--- config.mk ---
export PLATFORM = sky130hd
export DESIGN_NAME = fir_filter_with_peak_agc_flat
export DESIGN_NICKNAME = d
export VERILOG_FILES = /design/src/sv/fpa_pkg.sv /design/src/sv/fpa_in_if.sv /design/src/sv/fpa_out_if.sv /design/src/sv/fpa_ram.sv /design/src/sv/fir_filter_with_peak_agc.sv /design/src/flat_wrapper.sv
export SDC_FILE = /design/constraint.sdc
export NUM_CORES = 2
export LEC_CHECK = 0
export ABC_AREA = 1
export BUFFER_PORTS_ARGS = -buffer_cell sky130_fd_sc_hd__buf_2
export CELL_PAD_IN_SITES_DETAIL_PLACEMENT = 1
export CELL_PAD_IN_SITES_GLOBAL_PLACEMENT = 1
export CORE_AREA = 2 2 324 326
export DETAILED_ROUTE_END_ITERATION = 6
export DIE_AREA = 0 0 326 328
export PLACE_DENSITY_LB_ADDON = 0.1
export SLEW_MARGIN = 20
export SYNTH_ARGS = -nofsm -noshare
export SYNTH_HDL_FRONTEND = slang
export SYNTH_SLANG_ARGS = --single-unit
--- constraint.sdc ---
create_clock -name i_clk -period 19.5 [get_ports i_clk]
set_input_delay 0.975 -clock i_clk [delete_from_list [all_inputs] [get_ports i_clk]]
set_output_delay 0.975 -clock i_clk [all_outputs]
set_load 0.005 [all_outputs]
--- src/sv/fpa_pkg.sv ---
// Shared types and constants for the FIR filter with peak-driven gain control.
// No dependencies; the interfaces and the top level import this package.
`default_nettype none

package fpa_pkg;

    localparam int SAMPLE_W    = 16;
    localparam int COEF_W      = 16;
    localparam int PROD_W      = 32;
    localparam int OUT_W       = 16;
    localparam int GAIN_W      = 12;
    localparam int THR_W       = 14;
    localparam int WIN_W       = 9;
    localparam int PEAK_W      = 16;
    localparam int CFG_DATA_W  = 64;
    localparam int CFG_ADDR_W  = 3;
    localparam int ROUND_SHIFT = 30;

    localparam int OUT_MAX = 32767;
    localparam int OUT_MIN = -32768;
    localparam int AVG_MAX = 8191;

    localparam logic [PEAK_W-1:0] PEAK_MAX   = 16'h7FFF;
    localparam logic [GAIN_W-1:0] GAIN_RESET = 12'd1024;
    localparam logic [GAIN_W-1:0] GAIN_MAX   = 12'hFFF;
    localparam logic [WIN_W-1:0]  WIN_RESET  = 9'd256;
    localparam logic [THR_W-1:0]  THR_HI_RESET = 14'd128;
    localparam logic [THR_W-1:0]  THR_LO_RESET = 14'd64;
    localparam logic [GAIN_W-1:0] STEP_RESET = 12'd16;

    // Configuration register indexes.
    localparam logic [CFG_ADDR_W-1:0] CFG_COEFFS_LOW     = 3'd0;
    localparam logic [CFG_ADDR_W-1:0] CFG_COEFFS_HIGH    = 3'd1;
    localparam logic [CFG_ADDR_W-1:0] CFG_WINDOW_SAMPLES = 3'd2;
    localparam logic [CFG_ADDR_W-1:0] CFG_HIGH_THRESHOLD = 3'd3;
    localparam logic [CFG_ADDR_W-1:0] CFG_LOW_THRESHOLD  = 3'd4;
    localparam logic [CFG_ADDR_W-1:0] CFG_GAIN_STEP      = 3'd5;

    typedef enum logic [2:0] {
        S_IDLE,
        S_MAC,
        S_GAIN,
        S_ROUND,
        S_WIN,
        S_AVG,
        S_ADJ,
        S_DONE
    } t_state;

endpackage

`default_nettype wire

--- src/sv/fpa_in_if.sv ---
// Sample input channel: valid/ready handshake carrying one Q1.15 sample.
// Depends on fpa_pkg for the sample width.
`default_nettype none

interface fpa_in_if;
    import fpa_pkg::*;

    logic                       valid;
    logic                       ready;
    logic signed [SAMPLE_W-1:0] sample_in;

    modport source (output valid, output sample_in, input ready);
    modport sink   (input valid, input sample_in, output ready);
endinterface

`default_nettype wire

--- src/sv/fpa_out_if.sv ---
// Result channel: valid/ready handshake carrying the filtered sample and its gain.
// Depends on fpa_pkg for the field widths.
`default_nettype none

interface fpa_out_if;
    import fpa_pkg::*;

    logic                    valid;
    logic                    ready;
    logic signed [OUT_W-1:0] filtered_out;
    logic [GAIN_W-1:0]       current_gain;

    modport source (output valid, output filtered_out, output current_gain, input ready);
    modport sink   (input valid, input filtered_out, input current_gain, output ready);
endinterface

`default_nettype wire

--- src/sv/fpa_ram.sv ---
// Generic simple dual-port RAM: one write port, one read port with registered data.
// No dependencies.
`default_nettype none

module fpa_ram #(
    parameter int WIDTH = 16,
    parameter int DEPTH = 8,
    localparam int AW = (DEPTH > 1) ? $clog2(DEPTH) : 1
) (
    input  logic             i_clk,
    input  logic             i_we,
    input  logic [AW-1:0]    i_waddr,
    input  logic [WIDTH-1:0] i_wdata,
    input  logic [AW-1:0]    i_raddr,
    output logic [WIDTH-1:0] o_rdata
);

    logic [WIDTH-1:0] r_mem [DEPTH];
    logic [WIDTH-1:0] r_rdata;

    always_ff @(posedge i_clk) begin
        if (i_we) begin
            r_mem[i_waddr] <= i_wdata;
        end
        r_rdata <= r_mem[i_raddr];
    end

    assign o_rdata = r_rdata;

endmodule

`default_nettype wire

--- src/sv/fir_filter_with_peak_agc.sv ---
// FIR filter with peak-driven automatic gain control, top level.
// Depends on fpa_pkg, fpa_in_if, fpa_out_if and fpa_ram.
// Usage:
//   i_in carries one signed Q1.15 sample per transfer. o_out carries one
//   result per sample: the filtered sample times the gain (signed Q6.10,
//   rounded half up, saturated) and the gain that was applied. The
//   configuration port writes one register per cycle while i_cfg_we is high;
//   the block must be idle when it is written.
// Datapath:
//   The tap delay line and the peak history sit in single-port-write RAMs.
//   One shared 16x16 multiplier walks the taps, one read per cycle; a new
//   sample is accepted only once the previous one has finished its steps.
//   A sample that closes a peak window also walks the history RAM one entry
//   per cycle.
// Reset: the synchronous reset restores the register defaults, a gain of 1.0
//   and empty delay line and history (valid bits make unwritten entries read 0).
// Back-pressure: the result sits in an output register; the next sample is
//   taken while it waits, and that sample's processing holds at its last step
//   until the output register is free.
`default_nettype none

module fir_filter_with_peak_agc #(
    parameter int TAPS       = 8,
    parameter int PEAK_DEPTH = 4
) (
    input  logic                             i_clk,
    input  logic                             i_rst_n,
    fpa_in_if.sink                           i_in,
    fpa_out_if.source                        o_out,
    input  logic                             i_cfg_we,
    input  logic [fpa_pkg::CFG_ADDR_W-1:0]   i_cfg_addr,
    input  logic [fpa_pkg::CFG_DATA_W-1:0]   i_cfg_data
);
    import fpa_pkg::*;

    localparam int DAW     = (TAPS > 1) ? $clog2(TAPS) : 1;
    localparam int HAW     = (PEAK_DEPTH > 1) ? $clog2(PEAK_DEPTH) : 1;
    localparam int CNT_TOP = ((TAPS > PEAK_DEPTH) ? TAPS : PEAK_DEPTH) + 1;
    localparam int CW      = $clog2(CNT_TOP + 1);
    localparam int ACC_W   = PROD_W + $clog2(TAPS);
    localparam int GP_W    = ACC_W + GAIN_W + 1;
    // History sum plus rounding term, and its division by 4 * PEAK_DEPTH
    // done as a multiplication by a reciprocal that is exact over TW bits.
    localparam int TW      = PEAK_W + $clog2(PEAK_DEPTH) + 1;
    localparam int DIV     = 4 * PEAK_DEPTH;
    localparam int DIV_L   = $clog2(DIV);
    localparam int SH      = TW + DIV_L;
    localparam longint unsigned RECIP = (64'd1 << SH) / DIV + 1;
    localparam int AP_W    = 2 * TW + 1;

    localparam logic signed [GP_W-1:0] HALF = GP_W'(1) << (ROUND_SHIFT - 1);
    localparam logic signed [GP_W-1:0] Y_HI = GP_W'(OUT_MAX);
    localparam logic signed [GP_W-1:0] Y_LO = GP_W'(OUT_MIN);

    // Configuration registers.
    logic [CFG_DATA_W-1:0] r_coef_lo, r_coef_hi;
    logic [WIN_W-1:0]      r_window;
    logic [THR_W-1:0]      r_thr_hi, r_thr_lo;
    logic [GAIN_W-1:0]     r_step;

    // Control state.
    t_state                r_state, n_state;
    logic [CW-1:0]         r_cnt;
    logic [DAW-1:0]        r_wp, r_daddr, r_rd_tap;
    logic [TAPS-1:0]       r_dvalid;
    logic                  r_rd_v, r_dvld_q, r_prod_v;
    logic [HAW-1:0]        r_hp, r_haddr;
    logic [PEAK_DEPTH-1:0] r_hvalid;
    logic                  r_hrd_v, r_hvld_q;
    logic [WIN_W-1:0]      r_count;
    logic [PEAK_W-1:0]     r_wpeak;
    logic [GAIN_W-1:0]     r_gain;
    logic                  r_out_valid;

    // Datapath registers.
    logic signed [PROD_W-1:0] r_prod;
    logic signed [ACC_W-1:0]  r_acc;
    logic signed [GP_W-1:0]   r_gprod;
    logic signed [OUT_W-1:0]  r_y;
    logic [GAIN_W-1:0]        r_app;
    logic [PEAK_W-1:0]        r_mag;
    logic [TW-1:0]            r_total;
    logic [AP_W-1:0]          r_avgprod;
    logic signed [OUT_W-1:0]  r_out_y;
    logic [GAIN_W-1:0]        r_out_gain;

    // Combinational signals.
    logic                     w_accept, w_issue_d, w_issue_h, w_hwe, w_load, w_out_free;
    logic [SAMPLE_W-1:0]      w_drdata;
    logic [PEAK_W-1:0]        w_hrdata;
    logic [2*CFG_DATA_W-1:0]  w_coeffs;
    logic signed [COEF_W-1:0] w_coef;
    logic signed [SAMPLE_W-1:0] w_dtap;
    logic signed [GP_W-1:0]   w_rnd, w_shift;
    logic signed [OUT_W-1:0]  w_y;
    logic [PEAK_W-1:0]        w_mag;
    logic                     w_close;
    logic [TW-1:0]            w_hadd, w_tbase, w_tot_rnd;
    logic [AP_W-1:0]          w_q;
    logic [THR_W-1:0]         w_avg;
    logic [GAIN_W-1:0]        w_gain_dn, w_gain_up;
    logic [GAIN_W:0]          w_gain_sum;
    logic [DAW-1:0]           w_daddr_dec, w_wp_inc;
    logic [HAW-1:0]           w_hp_dec, w_haddr_inc;

    fpa_ram #(
        .WIDTH(SAMPLE_W),
        .DEPTH(TAPS)
    ) u_delay_ram (
        .i_clk   (i_clk),
        .i_we    (w_accept),
        .i_waddr (r_wp),
        .i_wdata (i_in.sample_in),
        .i_raddr (r_daddr),
        .o_rdata (w_drdata)
    );

    fpa_ram #(
        .WIDTH(PEAK_W),
        .DEPTH(PEAK_DEPTH)
    ) u_hist_ram (
        .i_clk   (i_clk),
        .i_we    (w_hwe),
        .i_waddr (r_hp),
        .i_wdata (r_wpeak),
        .i_raddr (r_haddr),
        .o_rdata (w_hrdata)
    );

    // Circular pointer arithmetic.
    assign w_daddr_dec = (r_daddr == '0) ? DAW'(TAPS - 1) : r_daddr - 1'b1;
    assign w_wp_inc    = (r_wp == DAW'(TAPS - 1)) ? '0 : r_wp + 1'b1;
    assign w_hp_dec    = (r_hp == '0) ? HAW'(PEAK_DEPTH - 1) : r_hp - 1'b1;
    assign w_haddr_inc = (r_haddr == HAW'(PEAK_DEPTH - 1)) ? '0 : r_haddr + 1'b1;

    // Multiply-accumulate operands.
    assign w_coeffs = {r_coef_hi, r_coef_lo};
    assign w_coef   = w_coeffs[r_rd_tap * COEF_W +: COEF_W];
    assign w_dtap   = r_dvld_q ? w_drdata : '0;

    // Rounding, saturation and magnitude of the output.
    assign w_rnd   = r_gprod + HALF;
    assign w_shift = w_rnd >>> ROUND_SHIFT;

    always_comb begin
        if (w_shift > Y_HI) begin
            w_y = OUT_W'(OUT_MAX);
        end else if (w_shift < Y_LO) begin
            w_y = OUT_W'(OUT_MIN);
        end else begin
            w_y = OUT_W'(w_shift);
        end
        if (w_y == OUT_W'(OUT_MIN)) begin
            w_mag = PEAK_MAX;
        end else if (w_y < 0) begin
            w_mag = PEAK_W'(-w_y);
        end else begin
            w_mag = PEAK_W'(w_y);
        end
    end

    assign w_close = (r_count >= r_window);

    // History sum and average.
    assign w_hadd    = (r_hrd_v && r_hvld_q) ? TW'(w_hrdata) : '0;
    assign w_tbase   = (r_cnt == '0) ? TW'(r_wpeak) : r_total;
    assign w_tot_rnd = r_total + TW'(2 * PEAK_DEPTH);
    assign w_q       = r_avgprod >> SH;
    assign w_avg     = (w_q > AP_W'(AVG_MAX)) ? THR_W'(AVG_MAX) : THR_W'(w_q);

    // Gain adjustment with saturation at both ends.
    assign w_gain_dn  = (r_gain > r_step) ? r_gain - r_step : '0;
    assign w_gain_sum = {1'b0, r_gain} + {1'b0, r_step};
    assign w_gain_up  = w_gain_sum[GAIN_W] ? GAIN_MAX : w_gain_sum[GAIN_W-1:0];

    assign w_out_free = !r_out_valid || o_out.ready;

    assign i_in.ready         = (r_state == S_IDLE);
    assign o_out.valid        = r_out_valid;
    assign o_out.filtered_out = r_out_y;
    assign o_out.current_gain = r_out_gain;

    always_ff @(posedge i_clk) begin
        if (!i_rst_n) begin
            r_state <= S_IDLE;
        end else begin
            r_state <= n_state;
        end
    end

    always_comb begin
        n_state   = r_state;
        w_accept  = 1'b0;
        w_issue_d = 1'b0;
        w_issue_h = 1'b0;
        w_hwe     = 1'b0;
        w_load    = 1'b0;
        case (r_state)
            S_IDLE: begin
                if (i_in.valid) begin
                    w_accept = 1'b1;
                    n_state  = S_MAC;
                end
            end
            S_MAC: begin
                w_issue_d = (r_cnt < CW'(TAPS));
                if (r_cnt == CW'(TAPS + 1)) begin
                    n_state = S_GAIN;
                end
            end
            S_GAIN: begin
                n_state = S_ROUND;
            end
            S_ROUND: begin
                if (w_close) begin
                    n_state = S_WIN;
                end else if (w_out_free) begin
                    w_load  = 1'b1;
                    n_state = S_IDLE;
                end else begin
                    n_state = S_DONE;
                end
            end
            S_WIN: begin
                w_hwe     = (r_cnt == '0);
                w_issue_h = (r_cnt < CW'(PEAK_DEPTH - 1));
                if (r_cnt == CW'(PEAK_DEPTH - 1)) begin
                    n_state = S_AVG;
                end
            end
            S_AVG: begin
                n_state = S_ADJ;
            end
            S_ADJ: begin
                n_state = S_DONE;
            end
            S_DONE: begin
                if (w_out_free) begin
                    w_load  = 1'b1;
                    n_state = S_IDLE;
                end
            end
            default: begin
                n_state = S_IDLE;
            end
        endcase
    end

    // Control registers.
    always_ff @(posedge i_clk) begin
        if (!i_rst_n) begin
            r_coef_lo   <= '0;
            r_coef_hi   <= '0;
            r_window    <= WIN_RESET;
            r_thr_hi    <= THR_HI_RESET;
            r_thr_lo    <= THR_LO_RESET;
            r_step      <= STEP_RESET;
            r_cnt       <= '0;
            r_wp        <= '0;
            r_daddr     <= '0;
            r_rd_tap    <= '0;
            r_dvalid    <= '0;
            r_rd_v      <= 1'b0;
            r_dvld_q    <= 1'b0;
            r_prod_v    <= 1'b0;
            r_hp        <= '0;
            r_haddr     <= '0;
            r_hvalid    <= '0;
            r_hrd_v     <= 1'b0;
            r_hvld_q    <= 1'b0;
            r_count     <= '0;
            r_wpeak     <= '0;
            r_gain      <= GAIN_RESET;
            r_out_valid <= 1'b0;
        end else begin
            if (i_cfg_we) begin
                case (i_cfg_addr)
                    CFG_COEFFS_LOW:     r_coef_lo <= i_cfg_data;
                    CFG_COEFFS_HIGH:    r_coef_hi <= i_cfg_data;
                    CFG_WINDOW_SAMPLES: r_window  <= i_cfg_data[WIN_W-1:0];
                    CFG_HIGH_THRESHOLD: r_thr_hi  <= i_cfg_data[THR_W-1:0];
                    CFG_LOW_THRESHOLD:  r_thr_lo  <= i_cfg_data[THR_W-1:0];
                    CFG_GAIN_STEP:      r_step    <= i_cfg_data[GAIN_W-1:0];
                    default: begin
                    end
                endcase
            end

            // Tap read pipeline: address, then RAM data, then product.
            r_rd_v   <= w_issue_d;
            r_dvld_q <= r_dvalid[r_daddr];
            r_rd_tap <= r_cnt[DAW-1:0];
            r_prod_v <= r_rd_v;
            r_hrd_v  <= w_issue_h;
            r_hvld_q <= r_hvalid[r_haddr];

            if (w_accept) begin
                r_dvalid[r_wp] <= 1'b1;
                r_daddr        <= r_wp;
                r_wp           <= w_wp_inc;
                r_cnt          <= '0;
            end

            if (r_state == S_MAC) begin
                r_cnt <= r_cnt + 1'b1;
                if (w_issue_d) begin
                    r_daddr <= w_daddr_dec;
                end
            end

            if (r_state == S_ROUND) begin
                if (w_close) begin
                    // Newest peak goes one slot behind the current head.
                    r_count <= WIN_W'(1);
                    r_hp    <= w_hp_dec;
                    r_haddr <= r_hp;
                    r_cnt   <= '0;
                end else begin
                    r_count <= r_count + 1'b1;
                    if (w_mag > r_wpeak) begin
                        r_wpeak <= w_mag;
                    end
                end
            end

            if (r_state == S_WIN) begin
                r_cnt <= r_cnt + 1'b1;
                if (w_hwe) begin
                    r_hvalid[r_hp] <= 1'b1;
                    r_wpeak        <= r_mag;
                end
                if (w_issue_h) begin
                    r_haddr <= w_haddr_inc;
                end
            end

            if (r_state == S_ADJ) begin
                if ($signed(w_avg) > $signed(r_thr_hi)) begin
                    r_gain <= w_gain_dn;
                end else if ($signed(w_avg) < $signed(r_thr_lo)) begin
                    r_gain <= w_gain_up;
                end
            end

            if (w_load) begin
                r_out_valid <= 1'b1;
            end else if (o_out.ready) begin
                r_out_valid <= 1'b0;
            end
        end
    end

    // Datapath registers.
    always_ff @(posedge i_clk) begin
        r_prod <= w_dtap * w_coef;
        if (w_accept) begin
            r_acc <= '0;
        end else if (r_prod_v) begin
            r_acc <= r_acc + ACC_W'(r_prod);
        end
        r_gprod <= r_acc * $signed({1'b0, r_gain});
        if (r_state == S_ROUND) begin
            r_y   <= w_y;
            r_app <= r_gain;
            r_mag <= w_mag;
        end
        if (r_state == S_WIN) begin
            r_total <= w_tbase + w_hadd;
        end
        r_avgprod <= AP_W'(w_tot_rnd) * AP_W'(RECIP);
        if (w_load) begin
            r_out_y    <= (r_state == S_ROUND) ? w_y : r_y;
            r_out_gain <= (r_state == S_ROUND) ? r_gain : r_app;
        end
    end

    // The last product of the tap walk is ready exactly when the walk ends.
    a_mac_align: assert property (@(posedge i_clk) disable iff (!i_rst_n)
        (r_state == S_MAC && r_cnt == CW'(TAPS + 1)) |-> r_prod_v)
        else $error("tap product pipeline out of step with the tap counter");

    // No read is in flight once the block is idle again.
    a_idle_drained: assert property (@(posedge i_clk) disable iff (!i_rst_n)
        (r_state == S_IDLE) |-> (!r_rd_v && !r_prod_v && !r_hrd_v))
        else $error("RAM read still in flight in idle state");

    // The history write never hits the entry being read in the same cycle.
    a_hist_no_collide: assert property (@(posedge i_clk) disable iff (!i_rst_n)
        (w_hwe && w_issue_h) |-> (r_haddr != r_hp))
        else $error("history RAM read and write to the same entry");

    // A result appears only after a finishing step.
    a_out_source: assert property (@(posedge i_clk) disable iff (!i_rst_n)
        ($past(i_rst_n) && $rose(r_out_valid))
            |-> $past(r_state == S_ROUND || r_state == S_DONE))
        else $error("result loaded outside a finishing step");

    // The gain moves only in the adjust step of a closed window.
    a_gain_change: assert property (@(posedge i_clk) disable iff (!i_rst_n)
        ($past(i_rst_n) && !$stable(r_gain)) |-> $past(r_state == S_ADJ))
        else $error("gain changed outside the window adjust step");

endmodule

`default_nettype wire
--- src/flat_wrapper.sv ---
// flat-port wrapper written by rule: the top's interface ports become plain ports
module fir_filter_with_peak_agc_flat import fpa_pkg::*;
#(
    parameter int TAPS       = 8,
    parameter int PEAK_DEPTH = 4
)
  (i_clk, i_rst_n, i_cfg_we, i_cfg_addr, i_cfg_data, i_in_valid, i_in_sample_in, i_in_ready, o_out_valid, o_out_filtered_out, o_out_current_gain, o_out_ready);
  fpa_in_if i_in_i ();
  fpa_out_if o_out_i ();
  input  logic i_clk;
  input  logic i_rst_n;
  input  logic i_cfg_we;
  input  logic [fpa_pkg::CFG_ADDR_W-1:0] i_cfg_addr;
  input  logic [fpa_pkg::CFG_DATA_W-1:0] i_cfg_data;
  input wire logic [$bits(i_in_i.valid)-1:0] i_in_valid;
  input wire logic [$bits(i_in_i.sample_in)-1:0] i_in_sample_in;
  output wire logic [$bits(i_in_i.ready)-1:0] i_in_ready;
  output wire logic [$bits(o_out_i.valid)-1:0] o_out_valid;
  output wire logic [$bits(o_out_i.filtered_out)-1:0] o_out_filtered_out;
  output wire logic [$bits(o_out_i.current_gain)-1:0] o_out_current_gain;
  input wire logic [$bits(o_out_i.ready)-1:0] o_out_ready;
  assign i_in_i.valid = i_in_valid;
  assign i_in_i.sample_in = i_in_sample_in;
  assign i_in_ready = i_in_i.ready;
  assign o_out_valid = o_out_i.valid;
  assign o_out_filtered_out = o_out_i.filtered_out;
  assign o_out_current_gain = o_out_i.current_gain;
  assign o_out_i.ready = o_out_ready;
  fir_filter_with_peak_agc #(.TAPS(TAPS), .PEAK_DEPTH(PEAK_DEPTH)) u_core (.i_clk(i_clk), .i_rst_n(i_rst_n), .i_in(i_in_i), .o_out(o_out_i), .i_cfg_we(i_cfg_we), .i_cfg_addr(i_cfg_addr), .i_cfg_data(i_cfg_data));
endmodule
Word-level counts from Yosys, hierarchy flattened
Memory sizes are Yosys's and may differ from the RTL's. A register that Yosys moved wholly into a read port is not among the register bits.
Cells that the tools add are included.
{ "totals": {"register_bits": 497, "ramBits": 192, "out_inout_bits": 30, "word_cells": 180, "n_memories": 2} }
{ "mem_list": {"columns": ["name", "words", "width", "rd", "rd_ports_with_merged_regs", "write_ports", "line", "source"], "rows": [
  ["u_core.u_delay_ram.r_mem", 8, 16, 1, 1, 1, "fpa_ram.sv:18", "logic [WIDTH-1:0] r_mem [DEPTH];"],
  ["u_core.u_hist_ram.r_mem", 4, 16, 1, 1, 1, "fpa_ram.sv:18", null]
]} }
{ "classes": {"n_addsub": 13, "mul": 3, "n_lt_le_gt_ge": 17, "n_eq_ne": 21, "shift": 1, "mux": 65, "bitwise_logic": 2, "reduce_logical": 22} }
{ "op_table": {"columns": ["operator", "count"], "rows": [
  ["$mux 16", 12],
  ["$shiftx 128x8->16", 1],
  ["$mux 12", 5],
  ["$add 48x31->48 const B", 1],
  ["$mul 35x13->48", 1],
  ["$mul 19x20->39 const B", 1],
  ["$add 35x32->35", 1],
  ["$mux 3", 11],
  ["$mul 16x16->32", 1],
  ["$pmux 3 s8", 1],
  ["$eq 3x3->1 const B", 7],
  ["$mux 4", 5],
  ["$add 19x19->19", 1],
  ["$add 19x4->19 const B", 1],
  ["$mux 19", 1],
  ["$gt 18x16->1 const B", 1],
  ["$lt 18x16->1 const B", 1],
  ["$reduce_and 2->1", 9],
  ["$mux 1", 17],
  ["$eq 16x16->1 const B", 1],
  ["$gt 16x13->1 const B", 1],
  ["$gt 16x16->1", 1],
  ["$lt 16x1->1 const B", 1],
  ["$neg 16->16", 1],
  ["other kinds (43)", 61]
]} }

Longest topological paths before layout
{ "depth": {"depth_word": 13, "depth_mapped": 34, "mapped_depth_nobuf": 34} }

Modules after synthesis
Synthesis repeated with hierarchy kept, for this count alone.
{ "hier_totals": {"hier_cells": 6692, "area_unflattened_um2": 55084.1} }
{ "by_module_without_submodules": {"columns": ["mod", "n_inst", "cells_per_inst", "area_each_um2", "seq_area_each_um2"], "rows": [
  ["fir_filter_with_peak_agc", 1, 5830, 46015.4, 9519.1],
  ["fpa_ram at u_core.u_delay_ram", 1, 587, 5989.5, 4164.0],
  ["fpa_ram at u_core.u_hist_ram", 1, 275, 3079.2, 2242.2]
]} }

Worst setup path before layout
No wires, ideal clock.
{ "synth_timing": {"kind": "register -> register", "from": "register u_core.r_rd_tap[0]", "to": "register u_core.r_prod[30]", "t_arrival_ps": 6520, "required_ps": 19381, "path_slack_ps": 12861, "stages_incl_launch_ff": 26, "n_path_buf": 3, "period_less_slack_ps": 6639, "cell_sequence": "dfxtp_1 clkbuf_1 clkbuf_1 o21ai_0 o221ai_1 nand2_1 clkbuf_1 nor2_1 fa_1 fa_1 inv_1 fa_1 inv_1 fa_1 fa_1 fa_1 ha_1 nand2_1 o21ai_0 nand2_1 o211a_1 o221ai_1 a21oi_1 nor2_1 nor2_1 xnor2_1"} }
{ "synth_between": {"elab_chain_cells": 2} }
{ "synth_rtl": {"columns": ["item", "line", "source"], "rows": [
  ["start: declaration", "fir_filter_with_peak_agc.sv:64", "logic [DAW-1:0] r_wp, r_daddr, r_rd_tap;"],
  ["start signal: assignment", "fir_filter_with_peak_agc.sv:292", "r_rd_tap <= r_cnt[DAW-1:0];"],
  ["$shiftx 128x8->16", "fir_filter_with_peak_agc.sv:138", "assign w_coef = w_coeffs[r_rd_tap * COEF_W +: COEF_W];"],
  ["$mul 16x16->32", "fir_filter_with_peak_agc.sv:355", "r_prod <= w_dtap * w_coef;"],
  ["end signal: assignment", "fir_filter_with_peak_agc.sv:355", null],
  ["end: declaration", "fir_filter_with_peak_agc.sv:76", "logic signed [PROD_W-1:0] r_prod;"]
]} }
Every way passes these cells.
A chain may end at the register's enable or synchronous reset.

Final worst setup path
Same ends and word-level chain as after synthesis.

==> impl_metrics.json <==
{
  "power.net_switching_w": 0.00219,
  "cp.arrival_ps": 8940,
  "syn2layout_area_growth_pct": 8.06,
  "start_util_pct": 52.9,
  "vias": 44300,
  "grt_usage_pct": 31.2,
  "antenna_cells": 0,
  "ys_async_sr_fraction_pct": 0,
  "htree_levels": 3,
  "wirelength_um": 165000,
  "std_cell_rows": 118,
  "finalNonFillerCells": 8011,
  "cts_resized": 0,
  "antenna_found_initial": 1,
  "pre_cts_ws_ps": 11250,
  "dp_hpwl_um": 124000,
  "io_buffers": 117,
  "final_nets": 7614,
  "overflow": 0,
  "clk_pin_slew_ps": 60,
  "layout_common_cells": "1,238 x inv_1, 1,045 x nand2_1, 896 x nor2_1, 633 x fa_1, 549 x o21ai_0",
  "drv_slew": 0,
  "route.detailed.drc": 0,
  "hp-class": "register to register",
  "start_kind": "register",
  "ys.flop_type": "dfxtp_1",
  "final_core_util_pct": 57.1,
  "drt-pass1-iter-count": 6,
  "clock.fmax_mhz": 119,
  "fin_worst_skew_ps": 44.1,
  "postCtsSetupBuffers": 0,
  "root_buffer": "clkbuf_16",
  "p_leak_nw": 28.5,
  "synth_cell_type_count": 52,
  "wl_per_cell_um": 20.6,
  "drive_above_1_share_pct": 5.79,
  "hold_viol": 0,
  "r2r_slack_ps": 11080,
  "ir_drop_mv": 0.0890,
  "ys_seq_area_share_pct": 29.2,
  "setup.worst_path.end": "u_core.r_prod[30]$_DFF_P_",
  "cts_buffer_depth": 3,
  "final_area_um2": 58900,
  "path_max_fanout": 65,
  "syn_area_um2": 54600,
  "end_kind": "register",
  "regArea_um2": 15900,
  "place.gp.congestion": 0.941,
  "worstPathRequired_ps": 20020,
  "swShare_pct": 40.6,
  "ys_warn_count": 0,
  "die_y_um": 328,
  "first_iter_violations": 2860,
  "synth_edf_count": 255,
  "placed_area_um2": 56300,
  "status": "finished clean",
  "crit_type": "register to register",
  "setup_viol": 0,
  "comb_power_share_pct": 39.3,
  "grt_pass1_vias": 48700,
  "finalWorstPathRequiredPeriod_ps": 8420,
  "timing.rr.start": "u_core.r_rd_tap[0]$_SDFF_PN0_",
  "core_area_um2": 103000,
  "fillerInstances": 12300,
  "reg2reg_to": "u_core.r_prod[30]$_DFF_P_",
  "maxSlewHeadroom_pct": 34.7,
  "viasPerCell": 5.52,
  "grt_pass1_wl_um": 265000,
  "finalSetupTns_ps": 0,
  "dp_cells": 7871,
  "clkLatencyLatePin_ps": 670,
  "cts_tree": "yes",
  "multi_input_area_um2": 32900,
  "die-area_um2": 107000,
  "crit_start": "u_core.r_rd_tap[0]$_SDFF_PN0_",
  "r2r_cells": 24,
  "postCtsHoldBufs": 0,
  "syn_inst": 6578,
  "final_common_cell": "inv_1",
  "post-route-worst-setup-slack_ps": 11080,
  "grt_setup_unrepaired": "false",
  "cts_buffers": 76,
  "max_cap_viol_count": 0,
  "ant_nets": 0,
  "die_x_um": 326,
  "power_frac_seq_pct": 32.8,
  "grt_max_degree": 99,
  "synth.avg_cell_area_um2": 8.29,
  "io_pins": 118,
  "clkSinkCount": 668,
  "finalCritPeriodShare_pct": 43.2,
  "power_density_nw_per_um2": 91.5,
  "clock_power_share_pct": 28.0,
  "ys_ff_latch": 668,
  "worst_pin_slew_ps": 976,
  "internal-power_w": 0.00320
}
-- critical path, cell delays in order (launching register included) --
cell and delay (ps):
dfxtp_2 320, buf_4 520, inv_2 560, o21ai_0 380, o221ai_1 170, nand2_1 470, nor2_1 200, fa_1 680
fa_1 1030, inv_1 210, fa_1 570, inv_1 50, fa_1 460, fa_1 520, fa_1 500, ha_1 380
nand2_1 110, o21ai_0 360, nand2_1 90, o211a_1 130, o221ai_1 110, a21oi_1 110, nor2_1 100, nor2_1 50
xnor2_1 120
-- power groups by stage --
| stage | sequential (W) | combinational (W) | clock, W |
|---|---|---|---|
| final | 0.00177 | 0.00212 | 0.00151 |
| after CTS | 0.00176 | 0.00213 | 0.00153 |
| after global routing | 0.00178 | 0.00237 | 0.00159 |
| after detailed placement | 0.00179 | 0.00210 | 0 |
| after floorplan | 0.00167 | 0.00152 | 0 |
| after global placement | 0.00179 | 0.00200 | 0 |
-- Yosys cell counts, drive strengths merged (31+ instances only) --
cell	count	area share, %
a21oi	292	2.7
a31oi	49	0.56
buf	45	0.36
clkbuf	217	1.5
dfxtp	413	15
edfxtp	255	14
fa	633	23
ha	324	7.4
inv	1246	8.6
nand2	1071	7.6
nand3	112	1.1
nand4	31	0.36
nor2	916	6.4
nor3	34	0.31
o21ai	556	5.1
o21bai	31	0.43
o221ai	43	0.69
o22ai	35	0.40
xnor2	53	0.85
xor2	93	1.5
-- flip-flops by register name, summed over array words and instances, names as in the netlist, 15 cells and up --
signal,count
u_core.o_out.filtered_out,16
u_core.r_acc,35
u_core.r_avgprod,15
u_core.r_coef_hi,64
u_core.r_coef_lo,64
u_core.r_gprod,19
u_core.r_mag,16
u_core.r_prod,32
u_core.r_total,19
u_core.r_wpeak,16
u_core.r_y,16
u_core.u_delay_ram.o_rdata,16
u_core.u_delay_ram.r_mem,128
u_core.u_hist_ram.o_rdata,16
u_core.u_hist_ram.r_mem,64
-- per-stage QoR --
| step | hold slack, ps | total power [W] |
|---|---|---|
| global route | 447 | 0.00574 |
| finish | 414 | 0.00539 |
| CTS | 418 | 0.00543 |
| global placement | 399 | 0.00379 |
| floorplan | 390 | 0.00319 |
| detailed placement | 408 | 0.00389 |
-- logic make-up (layout without fill, tap and decap cells) --
kind of cell,Yosys count,in the layout,synth area share (%)
and+or+nand+nor,2203,2203,16.3
buffers and inverters,1519,1569,10.5
adders and majority gates,957,957,30.7
AOI/OAI and AO/OA,1084,1084,11.0
DFF,668,668,29.2
xor gates and xnor gates,146,146,2.34
other,1,4,0.00687
-- cell type report --
cell class / count / share of cell area [%]
sequential: 668 / 27.0
inverter: 1257 / 8.01
clock buffer: 96 / 3.46
clock inverter: 44 / 0.993
tap: 1380 / 2.93
timing repair buffer: 172 / 1.70
multi-input combinational: 4394 / 55.9
-- layer usage --
layer / wire length (um) / track usage (%) / vias up
li1: - / - / 20500
met5: 15 / 0 / -
met1: 69300 / 39.6 / 22500
met4: 5800 / 11.2 / 2
met3: 6900 / 2.93 / 306
met2: 83300 / 55.4 / 1022
-- worst min-delay path by stage --
stage / to / cells after the start / slack, ps / from
floorplan: u_core.r_prod_v$_SDFF_PN0_ / 2 / 390 / u_core.r_rd_v$_SDFF_PN0_
global placement: u_core.r_prod_v$_SDFF_PN0_ / 2 / 400 / u_core.r_rd_v$_SDFF_PN0_
detailed placement: u_core.r_prod_v$_SDFF_PN0_ / 2 / 410 / u_core.r_rd_v$_SDFF_PN0_
CTS: u_core.r_prod_v$_SDFF_PN0_ / 2 / 420 / u_core.r_rd_v$_SDFF_PN0_
global route: u_core.r_prod_v$_SDFF_PN0_ / 2 / 450 / u_core.r_rd_v$_SDFF_PN0_
finish: u_core.r_prod_v$_SDFF_PN0_ / 2 / 410 / u_core.r_rd_v$_SDFF_PN0_
(Power assumes the default switching activity.)
